--- src/rtl/nibble_weight_dequantizer_core_macros.svh ---
// ----------------------------------------------------------------------------
// Nibble weight dequantizer assertion macros
// Concurrent checks on clk, disabled while rst_n is low.
// ----------------------------------------------------------------------------
`ifndef NIBBLE_WEIGHT_DEQUANTIZER_CORE_MACROS_SVH
`define NIBBLE_WEIGHT_DEQUANTIZER_CORE_MACROS_SVH
`ifndef ASSERT_OFF
`define NWD_ASSERT_IMP(label, ante, cons) \
    label: assert property (@(posedge clk) disable iff (!rst_n) (ante) |-> (cons)) \
        else $error("nwd assertion failed");
`define NWD_ASSERT_NEXT(label, ante, cons) \
    label: assert property (@(posedge clk) disable iff (!rst_n) (ante) |=> (cons)) \
        else $error("nwd assertion failed");
`else
`define NWD_ASSERT_IMP(label, ante, cons)
`define NWD_ASSERT_NEXT(label, ante, cons)
`endif
`endif

--- src/rtl/nwd_pkg.sv ---
// ----------------------------------------------------------------------------
// Nibble weight dequantizer package
// Beat types, codebooks and shared constants.
// ----------------------------------------------------------------------------
`default_nettype none
package nwd_pkg;

    localparam int LANES  = 8;
    localparam int CODE_W = 4;

    typedef enum logic [1:0] {
        FMT_FP4  = 2'd0,
        FMT_INT4 = 2'd1,
        FMT_NF4  = 2'd2
    } nwd_fmt_t;

    typedef enum logic [1:0] {
        CLS_NORM = 2'd0,
        CLS_ZERO = 2'd1,
        CLS_INF  = 2'd2,
        CLS_NAN  = 2'd3
    } nwd_class_t;

    typedef struct packed {
        logic [31:0] packed_word;
        logic [31:0] scale_bits;
    } nwd_in_t;

    typedef struct packed {
        logic [31:0] weight_0;
        logic [31:0] weight_1;
        logic [31:0] weight_2;
        logic [31:0] weight_3;
        logic [31:0] weight_4;
        logic [31:0] weight_5;
        logic [31:0] weight_6;
        logic [31:0] weight_7;
    } nwd_out_t;

    typedef struct packed {
        logic              sign;
        nwd_class_t        cls;
        logic signed [9:0] exp;
        logic [23:0]       mant;
    } nwd_scale_t;

    localparam logic [31:0] QNAN    = 32'h7FC0_0000;
    localparam logic [31:0] INF_MAG = 32'h7F80_0000;

    localparam logic [31:0] FP4_TABLE [16] = '{
        32'h0000_0000, 32'h3F00_0000, 32'h3F80_0000, 32'h3FC0_0000,
        32'h4000_0000, 32'h4040_0000, 32'h4080_0000, 32'h40C0_0000,
        32'h8000_0000, 32'hBF00_0000, 32'hBF80_0000, 32'hBFC0_0000,
        32'hC000_0000, 32'hC040_0000, 32'hC080_0000, 32'hC0C0_0000
    };

    localparam logic [31:0] INT4_TABLE [16] = '{
        32'hC100_0000, 32'hC0E0_0000, 32'hC0C0_0000, 32'hC0A0_0000,
        32'hC080_0000, 32'hC040_0000, 32'hC000_0000, 32'hBF80_0000,
        32'h0000_0000, 32'h3F80_0000, 32'h4000_0000, 32'h4040_0000,
        32'h4080_0000, 32'h40A0_0000, 32'h40C0_0000, 32'h40E0_0000
    };

    localparam logic [31:0] NF4_TABLE [16] = '{
        32'hBF80_0000, 32'hBF32_39B1, 32'hBF06_6B30, 32'hBECA_32A0,
        32'hBE91_A24D, 32'hBE3D_353F, 32'hBDBA_7871, 32'h0000_0000,
        32'h3DA2_FAFF, 32'h3E24_CAE3, 32'h3E7C_04DD, 32'h3EAD_033A,
        32'h3EE1_A4B8, 32'h3F10_07AB, 32'h3F39_13B3, 32'h3F80_0000
    };

    function automatic logic [31:0] decode_code(logic [1:0] fmt, logic [CODE_W-1:0] code);
        logic [31:0] bits;
        if (fmt == FMT_FP4)
            bits = FP4_TABLE[code];
        else if (fmt == FMT_INT4)
            bits = INT4_TABLE[code];
        else
            bits = NF4_TABLE[code];
        return bits;
    endfunction

endpackage
`default_nettype wire

--- src/rtl/nwd_scale_prep.sv ---
// ----------------------------------------------------------------------------
// Nibble weight dequantizer scale preparation
// Classifies the scale and normalises a subnormal mantissa.
// ----------------------------------------------------------------------------
`default_nettype none
module nwd_scale_prep (
    input  wire logic               clk,
    input  wire logic [31:0]        scale_bits,
    output nwd_pkg::nwd_scale_t     scale
);
    import nwd_pkg::*;

    nwd_scale_t  scale_reg;
    nwd_scale_t  scale_next;
    logic [7:0]  exp_f;
    logic [22:0] man_f;
    logic [4:0]  lead;
    logic [4:0]  shl;

    always_comb
    begin
        exp_f = scale_bits[30:23];
        man_f = scale_bits[22:0];
        lead  = 5'd0;
        for (int i = 0; i < 23; i++)
        begin
            if (man_f[i])
                lead = 5'(i);
        end
        shl = 5'd23 - lead;
        scale_next.sign = scale_bits[31];
        if (exp_f == 8'hFF)
            scale_next.cls = (man_f != 23'd0) ? CLS_NAN : CLS_INF;
        else if (exp_f == 8'd0 && man_f == 23'd0)
            scale_next.cls = CLS_ZERO;
        else
            scale_next.cls = CLS_NORM;
        if (exp_f == 8'd0)
        begin
            scale_next.mant = {1'b0, man_f} << shl;
            scale_next.exp  = 10'sd1 - signed'({5'd0, shl});
        end
        else
        begin
            scale_next.mant = {1'b1, man_f};
            scale_next.exp  = signed'({2'd0, exp_f});
        end
    end

    always_ff @(posedge clk)
    begin
        scale_reg <= scale_next;
    end

    assign scale = scale_reg;

endmodule
`default_nettype wire

--- config.mk ---
export PLATFORM = sky130hd
export DESIGN_NAME = nwd_scale_prep
export DESIGN_NICKNAME = d
export VERILOG_FILES = /design/src/rtl/nibble_weight_dequantizer_core_macros.svh /design/src/rtl/nwd_pkg.sv /design/src/rtl/nwd_scale_prep.sv
export SDC_FILE = /design/constraint.sdc
export NUM_CORES = 1
export LEC_CHECK = 0
export BUFFER_PORTS_ARGS = -buffer_cell sky130_fd_sc_hd__buf_2
export CAP_MARGIN = 20
export CORE_UTILIZATION = 30
export CTS_CLUSTER_DIAMETER = 120
export DETAILED_ROUTE_END_ITERATION = 7
export GPL_TIMING_DRIVEN = 0
export SYNTH_ARGS = -nofsm -noshare
export SYNTH_HDL_FRONTEND = slang
export SYNTH_SLANG_ARGS = --single-unit
export TNS_END_PERCENT = 5
--- constraint.sdc ---
create_clock -name clk -period 3.5 [get_ports clk]
set_input_delay 0.175 -clock clk [delete_from_list [all_inputs] [get_ports clk]]
set_output_delay 0.175 -clock clk [all_outputs]
set_load 0.01 [all_outputs]
# Word-level counts from Yosys, hierarchy flattened
# Index checks and enable logic that the tools add are counted.
# classes
add_sub_neg	2
magnitude_cmp	0
n_div	0
eq_ne	1
reduce_logical	4
muxes	26
mul	0
n_bitwise	0
n_shift	1
# ops
cell	n
two-way mux 5 bit	21
two-way mux 32 bit	1
<< shifter 23 x 5 -> 24 bit	1
zero test 23 bit	1
nonzero test 23 bit	1
equality test 8 bit, second input constant	1
zero test 8 bit	1
subtractor 1 x 5 -> 6 bit, first input constant	1
subtractor 5 bit, first input constant	1
two-way mux 1 bit	3
two-way mux 2 bit	1
logical AND 1 bit	1
# totals
reg_bits	36
mem_bits_ro	0
wordCells	40
mem_count	0
in_bits	33
latch_bits	0
ramBits	0
output_inout_bits	37

# Logic depth before layout (Yosys ltp)
# Gate-level depths: netlist of run 1.
# depth
depth_word	25
depth_mapped	13

# Worst setup path after synthesis of run 1
# Ideal clock, no wire load.
# synth_timing
kind	input -> register
startpoint	input port scale_bits[19]
endpoint	register scale_reg, in the netlist scale[20]
required_time_ns	3.371
arrival_time_ns	2.845
cell_stages	12
path_buffers	2
setup_ns	0.129
slack_ns	0.527
cell_sequence	clkbuf_1 -> nor4_1 -> nand2_1 -> a21oi_1 -> inv_1 -> buf_2 -> ha_1 -> or3_1 -> a221oi_1 -> o21ai_0 -> or3b_1 -> o211ai_1
# synth_rtl
item	line_no	source
from (decl)	nwd_scale_prep.sv:8	input wire logic [31:0] scale_bits,
to (signal assigned)	nwd_scale_prep.sv:52	scale_reg <= scale_next;
to (decl)	nwd_scale_prep.sv:13	nwd_scale_t scale_reg;

==> impl_results.md, run 1 <==
- Avg Cell Area, Syn: 7.85 um2
- First-pass GRT wire length: 14,400 um
- Area occupied by multi-input gates: 1650 um2
- Drt total wl: 9520 um
- Fillers: 893
- Diode count: 0
- Vias per cell: 5.91
- Clock share of power: 26.7%
- Avg WL per Cell: 18.9 um
- Vias: 2,973
- Sequential share of the synthesized area: 27.9%
- Slew Limit Fails: 0
- Commonest non-fill, non-tap cell in the layout: buf_2
- Part of the power in registers: 42.7%
- Mapped Area: 2580 um2
- Power Total: 1.02 mW
- Iter 0 DRT Violations: 293
- CTS Buffer Depth: 2
- CP Cell Sequence: clkbuf_1 -> nor4_1 -> nand2_1 -> a21oi_2 -> inv_1 -> buf_2 -> ha_1 -> nor2_1 -> nand2_1 -> a21oi_1 -> a211o_1
- CTS tree: done
- Vias in the first global route: 2,611
- Starting Density: 31.3%
- Crit-path max cell delay: 0.53 ns
- Final Setup Violations: 0
- Switching part of the total: 32.4%
- RSZ-0062 raised after global routing: false
- Critical path peak fanout: 10
- # rows: 33
- Number of synthesized flops with an enable pin: 0
- Die Wd: 94.8 um
- Hold Fails Final Rpt: 0
- Worst slew pin tran: 0.636 ns
- Pin count of the biggest net entering global routing: 11
- Root Buffer Master: clkbuf_8
- Syn. warnings: 0
- Gpl congestion: 0.954
- NetSw: 0.330 mW
- Status: completed
- CTS Buf Count: 5
- Gr ovfl total: 0
- Slew headroom: 57.6%
- Global Route Usage Sum: 21.5%
- Synth Register Bits: 36
- Max VDD drop: 97.5 uV
- Max reg flops: 36
- Post-Place Cells: 495
- Hpwl dp: 7390 um
- Final net count: 433
- Final cell count without fillers: 503
- Power Density: 327 nW/um2
- I/O pin count: 70
- Initial antenna violation count: 0
- Remaining design rule violation count: 0
- Setup crit start kind: input pin
- Max-cap violations: 0
- CP Class: in -> reg
- Fmax achieved: 304 MHz
- Pleak: 1.33 nW
- 1st-pass router iterations: 5
- Sink Count: 36
- Main synth FF type: dfxtp_1
- Worst Hold Class: in -> reg
- Postcts setup bufs: 0
- Synth-to-layout area growth: 20.4%
- Die ar.: 8990 um2
- Cells after Synth: 329
- Minimum clock period: 3.29 ns
- CP required: 3.73 ns
- Most frequent cells in the layout: 70 x buf_2, 36 x dfxtp_1, 32 x nor2_1
- Clk slew on worst S/H paths: 0.07 ns
- WP data arrival: 3.52 ns
- P_int: 0.689 mW
- Async set-reset flop share out of synthesis: 0%
- Final Cycle Share: 94.0%
- Mapped Nets: 364
- CP dominant cell by count: nand2_1
- Synth cell types: 62
- H-tree Lvls: 2
- Port Buffers: 61
- Die Y: 94.8 um
- Core Area: 8260 um2
- CP max stage cell: a21oi_2
- CP Capture Type: flop
- Hold slack: 0.0913 ns
- Layout cells sized above 1: 26.4%
- Register area: 721 um2
- Detail Route Antenna Nets: 0
- Combinational Power Share: 30.6%
==> path summary, 6_finish.rpt <==
check                      start           endpoint  slack, ns  cells past startpoint
setup / recovery  scale_bits[19]   scale[8]$_DFF_P_       0.21                     11
hold / removal    scale_bits[25]  scale[26]$_DFF_P_       0.09                      2
==> stage by stage <==
step                setup slack, ns  instance area, um2  util (%)  setup TNS [ns]
floorplan                     0.527                2580         -               0
global placement             -0.280                3020      36.6           -2.61
detailed placement           -0.295                3020      36.6           -2.48
CTS                           0.336                3110      37.7               0
global route                 0.0101                3110      37.7               0
finish                        0.211                3110      37.7               0
==> metal layers <==
layer | GRT usage (%) | up-vias | share of wire (%)
met4 | 8.08 | 0 | 2.4
met2 | 33.3 | 195 | 44
met5 | 0 | - | 0
met3 | 2.98 | 23 | 9.7
met1 | 30.1 | 1381 | 43
li1 | - | 1374 | -
==> critical path, delay by kind of cell <==
kind                     cells  cell delay, ns
AO/OA/AOI/OAI                3            0.98
AND/OR/NAND/NOR              4            1.42
buffers and inverters        3            0.55
adder cells (fa/ha/maj)      1            0.39
==> synthesized netlist by cell type, drive strengths merged, types with 6 or more instances <==
master / instances / area (um2)
nor4: 7 / 43.8
nor3: 6 / 30.0
or2: 6 / 37.5
a21o: 8 / 60.1
buf: 17 / 128
o21ai: 19 / 95.1
o211ai: 10 / 75.1
mux2i: 12 / 120
nand2: 31 / 116
clkbuf: 12 / 45.0
nand3: 11 / 55.1
inv: 13 / 48.8
a211oi: 8 / 65.1
nor2: 32 / 120
a21oi: 18 / 90.1
dfxtp: 36 / 721
o22ai: 9 / 62.6
==> logic make-up after synthesis <==
group | count (synthesis) | synth area share (%)
XOR/XNOR | 2 | 0.678
flip-flops | 36 | 27.9
AND/OR/NAND/NOR | 115 | 21.7
adder cells (fa/ha/maj) | 2 | 0.968
multiplexers | 19 | 8.72
buffers and inverters | 42 | 8.57
AO/OA/AOI/OAI | 113 | 31.4
==> cell type report <==
cell class,count,area share [%]
clock buffer,6,2.33
inverter,13,1.57
tap,105,4.22
buffer,29,5.55
multi-input combinational,251,52.9
timing repair buffer,62,10.1
sequential,36,23.2
clock inverter,1,0.161
==> power by group through the flow <==
stage | clock network [mW] | registers [mW] | logic (mW)
global placement | 0 | 0.444 | 0.305
finish | 0.272 | 0.435 | 0.312
CTS | 0.281 | 0.435 | 0.306
global route | 0.296 | 0.437 | 0.337
detailed placement | 0 | 0.445 | 0.304
floorplan | 0 | 0.457 | 0.185
==> repair_timing <==
item | 4_1_cts | 5_1_grt
endpoints found under the hold margin | 1 | 0
resized for setup | 1 | 0
endpoints found under the setup margin | 2 | 0
hold buffers | 1 | 0
Power figures use the tool's default switching activity.
==> run 2: changes to the inputs <==
--- a/config.mk
+++ b/config.mk
@@ -5,7 +5,7 @@
 export SDC_FILE = /design/constraint.sdc
 export NUM_CORES = 1
 export LEC_CHECK = 0
-export BUFFER_PORTS_ARGS = -buffer_cell sky130_fd_sc_hd__buf_2
+export BUFFER_PORTS_ARGS = -buffer_cell sky130_fd_sc_hd__buf_4
 export CAP_MARGIN = 20
 export CORE_UTILIZATION = 30
 export CTS_CLUSTER_DIAMETER = 120
==> impl_results.md, run 2 (synthesis results as in run 1) <==
- RSZ-0062 raised after global routing: false (unchanged)
- Worst Hold Class: in -> reg (unchanged)
- Die Y: 94.8 um (unchanged)
- 1st-pass router iterations: 5 (unchanged)
- Drt total wl: 9510 um (was 9520 um)
- Most frequent cells in the layout: 64 x buf_4, 36 x dfxtp_1, 32 x nor2_1 (was 70 x buf_2, 36 x dfxtp_1, 32 x nor2_1)
- Pin count of the biggest net entering global routing: 13 (was 11)
- Layout cells sized above 1: 26.8% (was 26.4%)
- Power Density: 340 nW/um2 (was 327 nW/um2)
- # rows: 33 (unchanged)
- Commonest non-fill, non-tap cell in the layout: buf_4 (was buf_2)
- Finished Core Util: 40.0% (was 37.7%)
- Met2 Usage GRT: 33.3% (unchanged)
- CTS Buf Count: 5 (unchanged)
- Worst slew pin tran: 0.659 ns (was 0.636 ns)
- Hpwl dp: 7430 um (was 7390 um)
- Avg WL per Cell: 18.9 um (about the same)
- Diode count: 0 (unchanged)
- Starting Density: 31.3% (unchanged)
- Max VDD drop: 123 uV (was 97.5 uV)
- Die Wd: 94.8 um (unchanged)
- CTS Buffer Depth: 2 (unchanged)
- Postcts setup bufs: 0 (unchanged)
- GR peak layer: met2 (unchanged)
- Gr ovfl total: 0 (unchanged)
- First-pass GRT wire length: 14,500 um (was 14,400 um)
- CP Capture Type: flop (unchanged)
- Hold EP: scale[25]$_DFF_P_ (was scale[26]$_DFF_P_)
- Global Route Usage Sum: 21.7% (was 21.5%)
- CP required: 3.67 ns (was 3.73 ns)
- GRT met1 Usage: 29.7% (was 30.1%)
- Status: completed (unchanged)
- Detail Route Antenna Nets: 0 (unchanged)
- Worst hold stages: 2 (unchanged)
- Clk slew on worst S/H paths: 0.07 ns (about the same)
- Fillers: 882 (was 893)
- Minimum clock period: 3.10 ns (was 3.29 ns)
- Slew headroom: 55.6% (was 57.6%)
- Vias per cell: 5.84 (was 5.91)
- Fmax achieved: 322 MHz (was 304 MHz)
- Met3 Use GR: 3.22% (was 2.98%)
- Max reg flops: 36 (unchanged)
- I/O pin count: 70 (unchanged)
- Gpl congestion: 0.961 (was 0.954)
- Core Area: 8260 um2 (unchanged)
- Vias in the first global route: 2,680 (was 2,611)
- Final Cycle Share: 88.7% (was 94.0%)
- Pleak: 1.40 nW (was 1.33 nW)
- CP Class: in -> reg (unchanged)
- Vias: 2,944 (was 2,973)
- Synth-to-layout area growth: 27.9% (was 20.4%)
- Initial antenna violation count: 0 (unchanged)
- Register area: 721 um2 (unchanged)
- Root Buffer Master: clkbuf_8 (unchanged)
- CTS tree: done (unchanged)
- Port Buffers: 61 (unchanged)
- Remaining design rule violation count: 0 (unchanged)
- Sink Count: 36 (unchanged)
- Iter 0 DRT Violations: 288 (was 293)
- Final Setup Violations: 0 (unchanged)
- Hold Fails Final Rpt: 0 (unchanged)
- Final net count: 433 (unchanged)
- Power Total: 1.12 mW (was 1.02 mW)
- Critical path peak fanout: 10 (unchanged)
- Slew Limit Fails: 0 (unchanged)
- Die ar.: 8990 um2 (unchanged)
- Area occupied by multi-input gates: 1650 um2 (about the same)
- Setup crit start kind: input pin (unchanged)
- Max-cap violations: 0 (unchanged)
- Min-delay src: scale_bits[24] (was scale_bits[25])
- H-tree Lvls: 2 (unchanged)
- WP data arrival: 3.28 ns (was 3.52 ns)
run 2: cell count changes in the layout (fill, tap and decap cells not counted), sizes merged:
cell      before  now
bufinv         0    1
clkbuf        18   17
clkinvlp       0    1
run 2: final cells by class:
cell class | instances | share of cell area, %
multi-input combinational | 251 | 50.0
sequential | 36 | 21.8
timing repair buffer | 62 | 14.2
buffer | 29 | 5.22
tap | 105 | 3.97
clock buffer | 5 | 2.08
inverter | 13 | 1.48
clock inverter | 3 | 1.29
run 2: what timing repair did:
action	CTS	global route
resized for setup	0	2
hold buffers	1	0
endpoints found under the hold margin	1	0
endpoints found under the setup margin	0	20
run 2: where the power goes:
group | internal, mW | switching, mW | total [mW] | leakage (nW)
Clock | 0.211 | 0.147 | 0.358 | 0.0541
Combinational | 0.142 | 0.188 | 0.329 | 1.04
Sequential | 0.431 | 0.00564 | 0.437 | 0.302
Total | 0.783 | 0.340 | 1.12 | 1.40
run 2: worst max-delay path by stage:
| stage | start | endpoint | slack, ns | depth (start not counted) |
|---|---|---|---|---|
| finish | scale_bits[19] | scale[12]$_DFF_P_ | 0.40 | 10 |
| global route | scale_bits[19] | scale[8]$_DFF_P_ | 0.06 | 13 |
| CTS | scale_bits[19] | scale[9]$_DFF_P_ | 0.003 | 12 |
| detailed placement | scale_bits[19] | scale[9]$_DFF_P_ | -0.28 | 12 |
| global placement | scale_bits[19] | scale[9]$_DFF_P_ | -0.30 | 12 |
| floorplan | scale_bits[19] | scale[20]$_DFF_P_ | 0.53 | 12 |
run 2: metal layers:
layer,share of wire (%),routed length [um]
met5,0,0
met4,3.2,301
met3,10,956
met2,44,4160
met1,43,4090
run 2: worst max-delay path, cell delays in order:
cell,delay (ns)
clkbuf_1,0.21
nor4_1,0.36
nand2_1,0.26
a21oi_4,0.36
inv_1,0.09
buf_2,0.21
ha_1,0.39
nor2_1,0.45
nand2_1,0.37
o221ai_1,0.40
run 2: through the flow:
| step | worst slack [ns] | hold slack, ns | TNS [ns] | std cells | instance area (um2) |
|---|---|---|---|---|---|
| detailed placement | -0.281 | 0.283 | -2.07 | 495 | 3170 |
| CTS | 0.00302 | 0.0621 | 0 | 504 | 3290 |
| floorplan | 0.527 | 0.203 | 0 | 329 | 2580 |
| global placement | -0.296 | 0.281 | -2.75 | 495 | 3170 |
| finish | 0.395 | 0.0730 | 0 | 504 | 3310 |
| global route | 0.0583 | 0.0695 | 0 | 504 | 3310 |
==> run 3: changes to the inputs <==
--- a/config.mk
+++ b/config.mk
@@ -11,6 +11,7 @@
 export CTS_CLUSTER_DIAMETER = 120
 export DETAILED_ROUTE_END_ITERATION = 7
 export GPL_TIMING_DRIVEN = 0
+export RECOVER_POWER = 25
 export SYNTH_ARGS = -nofsm -noshare
 export SYNTH_HDL_FRONTEND = slang
 export SYNTH_SLANG_ARGS = --single-unit
==> impl_results.md, run 3 (synthesis results as in run 1) <==
- RSZ-0062 raised after global routing: false (unchanged)
- CTS tree: done (unchanged)
- Fmax achieved: 322 MHz (about the same)
- Drt total wl: 9570 um (was 9510 um)
- Vias per cell: 5.80 (was 5.84)
- Final net count: 433 (unchanged)
- Finished Core Util: 39.3% (was 40.0%)
- Commonest non-fill, non-tap cell in the layout: buf_4 (unchanged)
- H-tree Lvls: 2 (unchanged)
- Combinational Power Share: 28.9% (was 29.3%)
- Minimum clock period: 3.10 ns (about the same)
- Most frequent cells in the layout: 46 x buf_4, 36 x dfxtp_1, 32 x nor2_1 (was 64 x buf_4, 36 x dfxtp_1, 32 x nor2_1)
- CP max stage cell: nor2_1 (unchanged)
- Status: completed (unchanged)
- Global Route Usage Sum: 21.7% (unchanged)
- Hpwl dp: 7430 um (unchanged)
- CP Depth: 10 (unchanged)
- Clock share of power: 32.0% (was 31.8%)
- 1st-pass router iterations: 7 (was 5)
- CP dominant cell by count: nand2_1 (unchanged)
- Worst slew pin tran: 0.655 ns (was 0.659 ns)
- Critical path peak fanout: 10 (unchanged)
- Synth-to-layout area growth: 25.5% (was 27.9%)
- # rows: 33 (unchanged)
- CP Capture Type: flop (unchanged)
- Setup crit start kind: input pin (unchanged)
- Clk slew on worst S/H paths: 0.07 ns (about the same)
- NetSw: 0.341 mW (was 0.340 mW)
- Vias: 2,923 (was 2,944)
- Switching part of the total: 30.5% (was 30.3%)
- Final cell count without fillers: 504 (unchanged)
- Final Setup Violations: 0 (unchanged)
- Iter 0 DRT Violations: 285 (was 288)
- Pleak: 1.33 nW (was 1.40 nW)
- Pin count of the biggest net entering global routing: 13 (unchanged)
- CTS Buffer Depth: 2 (unchanged)
- Worst Hold Class: in -> reg (unchanged)
- CP Class: in -> reg (unchanged)
- Detail Route Antenna Nets: 0 (unchanged)
- Die Wd: 94.8 um (unchanged)
- Max reg flops: 36 (unchanged)
- Vias in the first global route: 2,680 (unchanged)
- WP data arrival: 3.27 ns (was 3.28 ns)
- Max VDD drop: 123 uV (about the same)
- Sink Count: 36 (unchanged)
- CTS Buf Count: 5 (unchanged)
- I/O pin count: 70 (unchanged)
- Max-cap violations: 0 (unchanged)
- Final setup TNS: 0 ns (unchanged)
- CP required: 3.67 ns (about the same)
- Gpl congestion: 0.961 (unchanged)
- Final Cycle Share: 88.7% (about the same)
- Crit path buffers/inverters: 3 (unchanged)
- End of the critical path: scale[12]$_DFF_P_ (unchanged)
- Remaining design rule violation count: 0 (unchanged)
- Layout cells sized above 1: 22.6% (was 26.8%)
- Slew headroom: 56.0% (was 55.6%)
- Power Density: 344 nW/um2 (was 340 nW/um2)
- Postcts setup bufs: 0 (unchanged)
- Starting Density: 31.3% (unchanged)
- Avg WL per Cell: 19.0 um (was 18.9 um)
- Gr ovfl total: 0 (unchanged)
- CP Cell Sequence: clkbuf_1 -> nor4_1 -> nand2_1 -> a21oi_4 -> inv_1 -> buf_2 -> ha_1 -> nor2_1 -> nand2_1 -> o221ai_1 (unchanged)
- Root Buffer Master: clkbuf_8 (unchanged)
- Post-Place Cells: 495 (unchanged)
- Part of the power in registers: 39.1% (was 38.9%)
- Fillers: 890 (was 882)
- CP Launch Point: scale_bits[19] (unchanged)
- Port Buffers: 61 (unchanged)
- Slew Limit Fails: 0 (unchanged)
- Hold Fails Final Rpt: 0 (unchanged)
- P_int: 0.775 mW (was 0.783 mW)
- Diode count: 0 (unchanged)
- Delay-heaviest family, CP: simple AND/OR/NAND/NOR gates (unchanged)
- Initial antenna violation count: 0 (unchanged)
- Die ar.: 8990 um2 (unchanged)
- Core Area: 8260 um2 (unchanged)
- First-pass GRT wire length: 14,500 um (unchanged)
- Die Y: 94.8 um (unchanged)
- Crit-path max cell delay: 0.44 ns (was 0.45 ns)
[run 3: changes by cell type in the layout (fill, tap and decap cells not counted), sizes merged]
cell / delta
buf: -18
clkbuf: +18
[run 3: metal layers]
metal | global-route usage (%) | part of all wire (%)
met1 | 29.7 | 44
met2 | 33.3 | 44
met3 | 3.22 | 9.3
met4 | 9.97 | 2.8
met5 | 0 | 0
[run 3: how the worst min path moves through the flow]
stage | start | endpoint | depth (start not counted)
global route | scale_bits[27] | scale[28]$_DFF_P_ | 2
CTS | scale_bits[24] | scale[25]$_DFF_P_ | 2
detailed placement | scale_bits[31] | scale[36]$_DFF_P_ | 1
floorplan | scale_bits[31] | scale[36]$_DFF_P_ | 0
finish | scale_bits[24] | scale[25]$_DFF_P_ | 2
global placement | scale_bits[31] | scale[36]$_DFF_P_ | 1
[run 3: repair_timing]
action	in CTS	in global routing
endpoints found under the setup margin	0	20
gates resized for setup	0	2
hold buffers	1	0
endpoints found under the hold margin	1	0
[run 3: final cells by class]
cell class                 instances  area (um2)  share of cell area (%)
timing repair buffer              62         404                    12.5
buffer                            29         173                    5.33
tap                              105         131                    4.05
clock buffer                       5        68.8                    2.12
sequential                        36         721                    22.2
inverter                          13        48.8                    1.51
multi-input combinational        251        1650                    51.0
clock inverter                     3        42.5                    1.31
[run 3: metrics by stage]
stage	total power [mW]	area [um2]	hold WS (ns)	worst slack [ns]
after floorplan	0.642	2580	0.203	0.527
after global placement	0.769	3170	0.281	-0.296
after detailed placement	0.769	3170	0.283	-0.281
after global routing	1.17	3240	0.0695	0.0583
after CTS	1.13	3290	0.0621	0.00302
final	1.12	3240	0.0744	0.397
[run 3: power groups by stage]
stage / combinational, mW / sequential [mW] / clock (mW)
2_1_floorplan: 0.185 / 0.457 / 0
3_3_place_gp: 0.324 / 0.445 / 0
3_5_place_dp: 0.323 / 0.446 / 0
4_1_cts: 0.325 / 0.437 / 0.368
5_1_grt: 0.347 / 0.438 / 0.386
6_report: 0.323 / 0.436 / 0.357
